File: config.mk
export PLATFORM = sky130hd
export DESIGN_NAME = npcs_dist_unit
export DESIGN_NICKNAME = d
export VERILOG_FILES = /design/src/hw/rtl/npcs_pkg.sv /design/src/hw/rtl/npcs_dist_unit.sv
export SDC_FILE = /design/constraint.sdc
export NUM_CORES = 1
export LEC_CHECK = 0
export ABC_AREA = 1
export BUFFER_PORTS_ARGS = -buffer_cell sky130_fd_sc_hd__buf_2
export CAP_MARGIN = 25
export CORE_UTILIZATION = 50
export DETAILED_ROUTE_END_ITERATION = 10
export PLACE_DENSITY = 0.74
export REMOVE_ABC_BUFFERS = 1
export SETUP_SLACK_MARGIN = 0.05
export SYNTH_ARGS = -nofsm -noshare
export SYNTH_HDL_FRONTEND = slang
export SYNTH_SLANG_ARGS = --single-unit
File: constraint.sdc
create_clock -name clock -period 4.9 [get_ports clock]
set_clock_uncertainty 0.1 [all_clocks]
set_input_delay 0.245 -clock clock [delete_from_list [all_inputs] [get_ports clock]]
set_output_delay 0.245 -clock clock [all_outputs]
set_load 0.02 [all_outputs]
File: src/hw/rtl/npcs_pkg.sv
package npcs_pkg;

   // Field widths
   localparam int COMP_W  = 8;
   localparam int INDEX_W = 8;
   localparam int DIST_W  = 18;
   localparam int COUNT_W = 9;
   localparam int ENTRY_W = 3 * COMP_W;

   // Default palette size
   localparam int DEFAULT_PALETTE_DEPTH = 256;

   // Item opcodes
   localparam logic OP_WRITE = 1'b0;
   localparam logic OP_QUERY = 1'b1;

   // Register map
   localparam int CSR_ADDR_W = 4;
   localparam logic [1:0] REG_PALETTE_COUNT     = 2'd0;
   localparam logic [1:0] REG_SKIP_TRANSPARENT  = 2'd1;
   localparam logic [1:0] REG_TRANSPARENT_INDEX = 2'd2;

   localparam logic [COUNT_W-1:0] PALETTE_COUNT_RESET = 9'd256;

   // Tag that travels with each palette read through the distance pipe
   typedef struct packed {
      logic               examine;
      logic               last;
      logic [INDEX_W-1:0] idx;
   } scan_tag_type;

endpackage

File: src/hw/rtl/npcs_dist_unit.sv
module npcs_dist_unit
   import npcs_pkg::*;
(
   input  logic               clock,
   input  logic               reset,
   input  logic               in_valid,
   input  scan_tag_type       in_tag,
   input  logic [COMP_W-1:0]  query_red,
   input  logic [COMP_W-1:0]  query_green,
   input  logic [COMP_W-1:0]  query_blue,
   input  logic [ENTRY_W-1:0] entry,
   output logic               out_valid,
   output scan_tag_type       out_tag,
   output logic [DIST_W-1:0]  out_dist
);

   logic [COMP_W-1:0]   ent_r, ent_g, ent_b;
   logic [COMP_W-1:0]   diff_r, diff_g, diff_b;
   logic [2*COMP_W-1:0] sq_r_ff, sq_g_ff, sq_b_ff;
   logic [2*COMP_W-1:0] sq_r_in, sq_g_in, sq_b_in;
   logic                va_ff, vb_ff;
   scan_tag_type        tag_a_ff, tag_b_ff;
   logic [DIST_W-1:0]   dist_ff, dist_in;

   assign ent_r = entry[3*COMP_W-1:2*COMP_W];
   assign ent_g = entry[2*COMP_W-1:COMP_W];
   assign ent_b = entry[COMP_W-1:0];

   // Take absolute differences and square them
   always_comb begin
      diff_r  = (query_red > ent_r) ? (query_red - ent_r) : (ent_r - query_red);
      diff_g  = (query_green > ent_g) ? (query_green - ent_g) : (ent_g - query_green);
      diff_b  = (query_blue > ent_b) ? (query_blue - ent_b) : (ent_b - query_blue);
      sq_r_in = diff_r * diff_r;
      sq_g_in = diff_g * diff_g;
      sq_b_in = diff_b * diff_b;
   end

   // Sum the squares
   assign dist_in = DIST_W'(sq_r_ff) + DIST_W'(sq_g_ff) + DIST_W'(sq_b_ff);

   // Advance the valid flags
   always_ff @(posedge clock) begin
      if (reset) begin
         va_ff <= 1'b0;
         vb_ff <= 1'b0;
      end else begin
         va_ff <= in_valid;
         vb_ff <= va_ff;
      end
   end

   // Advance the payload
   always_ff @(posedge clock) begin
      sq_r_ff  <= sq_r_in;
      sq_g_ff  <= sq_g_in;
      sq_b_ff  <= sq_b_in;
      tag_a_ff <= in_tag;
      dist_ff  <= dist_in;
      tag_b_ff <= tag_a_ff;
   end

   assign out_valid = vb_ff;
   assign out_tag   = tag_b_ff;
   assign out_dist  = dist_ff;

endmodule

Word-level counts from Yosys, hierarchy flattened
Index checks and enable logic that the tools add are counted.
Storage, ports and cells
  register bits after elaboration: 88
  word-level logic and storage cells: 29
Cells by class
  add/subtract/negate cells: 8
  multipliers: 3
  magnitude comparators: 3
  mux-type cells: 3
Operators by type and width (number)
  multiplier 8 x 8 -> 16 bit: 3
  subtractor 8 bit: 6
  > comparator 8 bit: 3
  2-to-1 mux 8 bit: 3
  adder 17 x 16 -> 18 bit: 1
  adder 16 x 16 -> 17 bit: 1

Depth between registers and ports, before layout
  depth in word-level cells: 3
  mapped depth: 31
  gate-level depth less buffers: 31

Worst setup path before layout
No wires, ideal clock.
  kind: input -> register
  start: input query_red[0]
  end: register sq_r_ff[13]
  arrival time: 4.991 ns
  data required time: 4.688 ns
  slack: -0.304 ns
  stages on the path: 29
  buffers on the path: 0
  cell sequence: inv_1 ha_1 inv_1 fa_1 nand3_1 nand3_1 nand2_1 nand2_1 nand2_4 inv_4 nand2_1 nand2_4 nor2_1 inv_1 fa_1 inv_1 fa_1 inv_1 fa_1 fa_1 inv_1 ha_1 a21oi_1 a21boi_0 o21ai_0 nand2_1 nand2_1 nand2_1 nand2_1
Between the ends
  cells in the longest elaborated chain, start to end: 3
  elaborated cells between the ends (all ways): 5
  classes of those cells: add/sub (2); mul (1); order compare (1); mux (1)
RTL lines
  start, declared: line npcs_dist_unit.sv:8  | input logic [COMP_W-1:0] query_red,
  subtractor 8 bit / > comparator 8 bit (equally long branches): line npcs_dist_unit.sv:31  | diff_r = (query_red > ent_r) ? (query_red - ent_r) : (ent_r - query_red);
  2-to-1 mux 8 bit *: line npcs_dist_unit.sv:31
  multiplier 8 x 8 -> 16 bit *: line npcs_dist_unit.sv:34  | sq_r_in = diff_r * diff_r;
  via sq_r_in[13]: line npcs_dist_unit.sv:20  | logic [2*COMP_W-1:0] sq_r_in, sq_g_in, sq_b_in;
  end signal, assigned: line npcs_dist_unit.sv:55  | sq_r_ff <= sq_r_in;
  end, declared: line npcs_dist_unit.sv:19  | logic [2*COMP_W-1:0] sq_r_ff, sq_g_ff, sq_b_ff;
Mark *: on every way through the listed nets, which the timed path passes. The rest lies on a longest branch.
A chain may end at the register's enable or synchronous reset.

Worst setup path in the final report
  start: input query_green[0]
  end: register sq_g_ff[15]
Between the ends
  cells in the longest elaborated chain, start to end: 3
  elaborated cells between the ends (all ways): 5
  classes of those cells: add/sub (2); mul (1); order compare (1); mux (1)
RTL lines
  start, declared: line npcs_dist_unit.sv:9  | input logic [COMP_W-1:0] query_green,
  subtractor 8 bit / > comparator 8 bit (equally long branches): line npcs_dist_unit.sv:32  | diff_g = (query_green > ent_g) ? (query_green - ent_g) : (ent_g - query_green);
  2-to-1 mux 8 bit *: line npcs_dist_unit.sv:32
  multiplier 8 x 8 -> 16 bit *: line npcs_dist_unit.sv:35  | sq_g_in = diff_g * diff_g;
  via sq_g_in[15]: line npcs_dist_unit.sv:20
  end signal, assigned: line npcs_dist_unit.sv:56  | sq_g_ff <= sq_g_in;
  end, declared: line npcs_dist_unit.sv:19
Marks and branches as above.

==> metrics.csv <==
stage,metric,value,unit
cells_and_area,Layout fillers,1436,
placement,DP Area,12760,sq um
cts,clk_lat worst skew,0.34,ns
floorplanning,chip width,146.6,um
logic_synthesis,"Seq/Total Area, Yosys",0.1629,
logic_synthesis,syn avg cell area,7.463,sq um
floorplanning,initial core utilization,0.5130,
cells_and_area,post-route cell area,14520,sq um
critical_path,CP required,5.03,ns
grt,pin count of the biggest net entering global routing,16,
logic_synthesis,"Primary FF master, synth",dfxtp_1,
floorplanning,total die area,21480,sq um
detailed_routing,via count,9999,
detailed_routing,Vias/cell,4.977,
cells_and_area,# nets final,2042,
timing,Tmin final,4.883,ns
grt,vias in the first global route,9675,
grt,initial antenna violation count,0,
grt,first-pass GRT wire length,41330,um
timing,period utilisation layout,0.9966,
logic_synthesis,Synth Instances,1400,
min_path,Worst Hold Class,input port to flop,
logic_synthesis,post-synth top area cell,fa_1,
cts,CTS tree,done,
cts,H-tree depth,3,
floorplanning,die height,146.6,um
critical_path,crit path to,sq_g_ff[15],
placement,hpwl dp,19150,um
critical_path,reg2reg start,sq_b_ff[4],
logic_synthesis,Synth area leaders,"fa_1, ha_1, dfxtp_1",
outcome,status,finished clean,
logic_synthesis,cell area after synthesis,10450,sq um
critical_path,Arrival @ worst endpoint,5.01,ns
logic_synthesis,largest family of logic cells by synthesized area,adder cells,
detailed_routing,final WL,27600,um
placement,IO buf count,89,
cells_and_area,layout cells sized above 1,0.3410,
placement,DP Worst Slack,-0.5804,ns
timing,post-route setup slack,0.01671,ns
logic_synthesis,Synth Area in Adders,0.3643,
critical_path,r2r worst-path depth,10,
cts,clk root buf,clkbuf_16,
critical_path,"most used cell, CP",nand2_1,
detailed_routing,routed length per instance,13.74,um
logic_synthesis,compound-gate portion of the synthesized area,0.06862,
logic_synthesis,"Distinct cells, synth",36,
cells_and_area,fin util,0.7128,
logic_synthesis,top cell type's share of synthesized area,0.1859,
floorplanning,I/O Pins,90,
cts,CTS max path bufs,2,
timing,final hold violation count,0,
critical_path,max incr delay on CP,0.52,ns
critical_path,Crit. End Element,flop,
timing,RSZ-0062 raised after global routing,yes,
cells_and_area,ANT cells,0,
critical_path,crit path launch,query_green[0],
logic_synthesis,Synth async-reset ratio,0,
critical_path,FF-to-FF setup slack,2.39,ns
logic_synthesis,"FF+latch count, synth",85,
logic_synthesis,Synth Area in XOR/XNOR,0.05114,
cells_and_area,area grow syn2layout,38.93,%
timing,Max Slew Vio Count,0,
cts,clk sinks,85,
logic_synthesis,Post-synth EDFFs,0,
floorplanning,core area,20360,sq um
detailed_routing,Initial DRT Pass Iterations,5,
grt,Tot GR Track Use,0.2304,
logic_synthesis,Post-Synth Simple-Gate Area,0.2317,
logic_synthesis,mux cell area share after synthesis,0,
critical_path,CP max-delay cell,fa_1,
placement,routability cong.,0.8827,
critical_path,Critical Path Source Type,input port,
detailed_routing,Final ANT Viol Nets,0,
grt,grt ovf,0,
critical_path,Worst Path Max Fanout,6,
cts,CTS Buf Count,9,
timing,Final setup viols,0,
critical_path,Worst R2R End,out_dist[17],
timing,Highest Clock Rate,0.2048,GHz
critical_path,Setup CP Type,input port to flop,
detailed_routing,DRC,0,
logic_synthesis,yosys warns,0,
cts,clock transition at the registers of the reported paths,0.06,ns
detailed_routing,DR iter-0 viols,406,
run,max_cap viols,0,
floorplanning,Row Count,52,
[area by class of cell]
class	instances	area, sq um	share of cell area
clock buffer	9	225.2	0.01552
timing repair buffer	332	2407	0.1658
tap	270	337.8	0.02327
inverter	316	1229	0.08465
sequential	85	1702	0.1172
clock inverter	6	72.57	0.005000
multi-input combinational	991	8542	0.5885
[worst min path at each step]
| stage | startpoint | endpoint | cells after the start |
|---|---|---|---|
| final | in_valid | va_ff | 3 |
| after global placement | tag_a_ff[0] | out_tag[0] | 0 |
| after detailed placement | tag_a_ff[7] | out_tag[7] | 0 |
| after CTS | in_valid | va_ff | 3 |
| after floorplan | in_tag[0] | tag_a_ff[0] | 0 |
| after global routing | in_valid | va_ff | 3 |
[cell families (layout without fill, tap and decap cells)]
family,count (synthesis),count (layout)
other,1,3
xor gates and xnor gates,61,61
and+or+nand+nor,558,559
DFF,85,85
AOI/OAI and AO/OA,122,122
buffers and inverters,327,663
adders and majority gates,246,246
[Yosys cell counts (3+ instances only)]
| cell type | number |
|---|---|
| a21boi_0 | 6 |
| a21o_1 | 6 |
| a21oi_1 | 59 |
| a31oi_1 | 4 |
| buf_2 | 7 |
| dfxtp_1 | 85 |
| fa_1 | 97 |
| ha_1 | 149 |
| inv_1 | 302 |
| inv_2 | 11 |
| nand2_1 | 316 |
| nand2_2 | 21 |
| nand2_4 | 12 |
| nand3_1 | 60 |
| nand3_2 | 3 |
| nand4_1 | 10 |
| nor2_1 | 115 |
| nor2_2 | 11 |
| nor2_4 | 3 |
| o2111ai_1 | 4 |
| o21ai_0 | 24 |
| o21ai_1 | 6 |
| o21ai_2 | 3 |
| o21bai_1 | 6 |
| o21bai_2 | 3 |
| or2_2 | 3 |
| xnor2_1 | 22 |
| xor2_1 | 39 |
[what timing repair did]
item                                   CTS  global route
pin swaps                               10           132
gates resized for setup                 51           243
setup endpoints to repair               22            26
buffers inserted                         1            22
hold buffers                            11             0
gates cloned                             1             0
endpoints found under the hold margin   12             0
[metrics by stage]
stage	TNS (ns)	instances	hold slack [ns]
finish	0	2009	0.02273
global route	-1.783	2009	0.02450
CTS	0	1988	0.02001
detailed placement	-10.13	1960	0.2121
global placement	-6.619	1960	0.2108
floorplan	-2.715	1391	0.1727
[critical path: cells and delay by family]
kind	cells	cell delay, ns
fa+ha+maj	7	2.72
simple gates	13	1.10
buf+inv	9	0.65
compound gates	2	0.30
[layer usage]
| metal | up-vias | track usage | wire length (um) |
|---|---|---|---|
| met1 | 4682 | 0.2771 | 10810 |
| met3 | 83 | 0.02719 | 1186 |
| li1 | 4939 | - | - |
| met2 | 295 | 0.4369 | 14820 |
| met4 | 0 | 0.04688 | 790 |
| met5 | - | 0 | 0 |
[registers in the layout, summed over array words and instances (netlist names)]
register and flops:
out_dist 18, sq_b_ff 15, sq_g_ff 15, sq_r_ff 15, out_tag 10, tag_a_ff 10, out_valid 1, va_ff 1
[cells in the final DEF, fill, tap and decap left out, drive strengths merged]
| master | instances |
|---|---|
| o21bai | 9 |
| nand2 | 350 |
| ha | 149 |
| a21boi | 6 |
| nor2 | 129 |
| and3 | 2 |
| clkinvlp | 1 |
| dfxtp | 85 |
| a21oi | 59 |
| nand3 | 63 |
| a21o | 6 |
| bufinv | 1 |
| nor3 | 2 |
| a31oi | 4 |
| dlygate4sd3 | 11 |
| nand4 | 10 |
| o2111ai | 4 |
| xor2 | 39 |
| clkbuf | 9 |
| buf | 321 |
| clkinv | 3 |
| o21ai | 34 |
| conb | 3 |
| inv | 317 |
| fa | 97 |
| or2 | 3 |
| xnor2 | 22 |
Power is left out: the tool's default activity adds up to more than one toggle a clock period on the data nets, which glitch-free logic cannot reach.
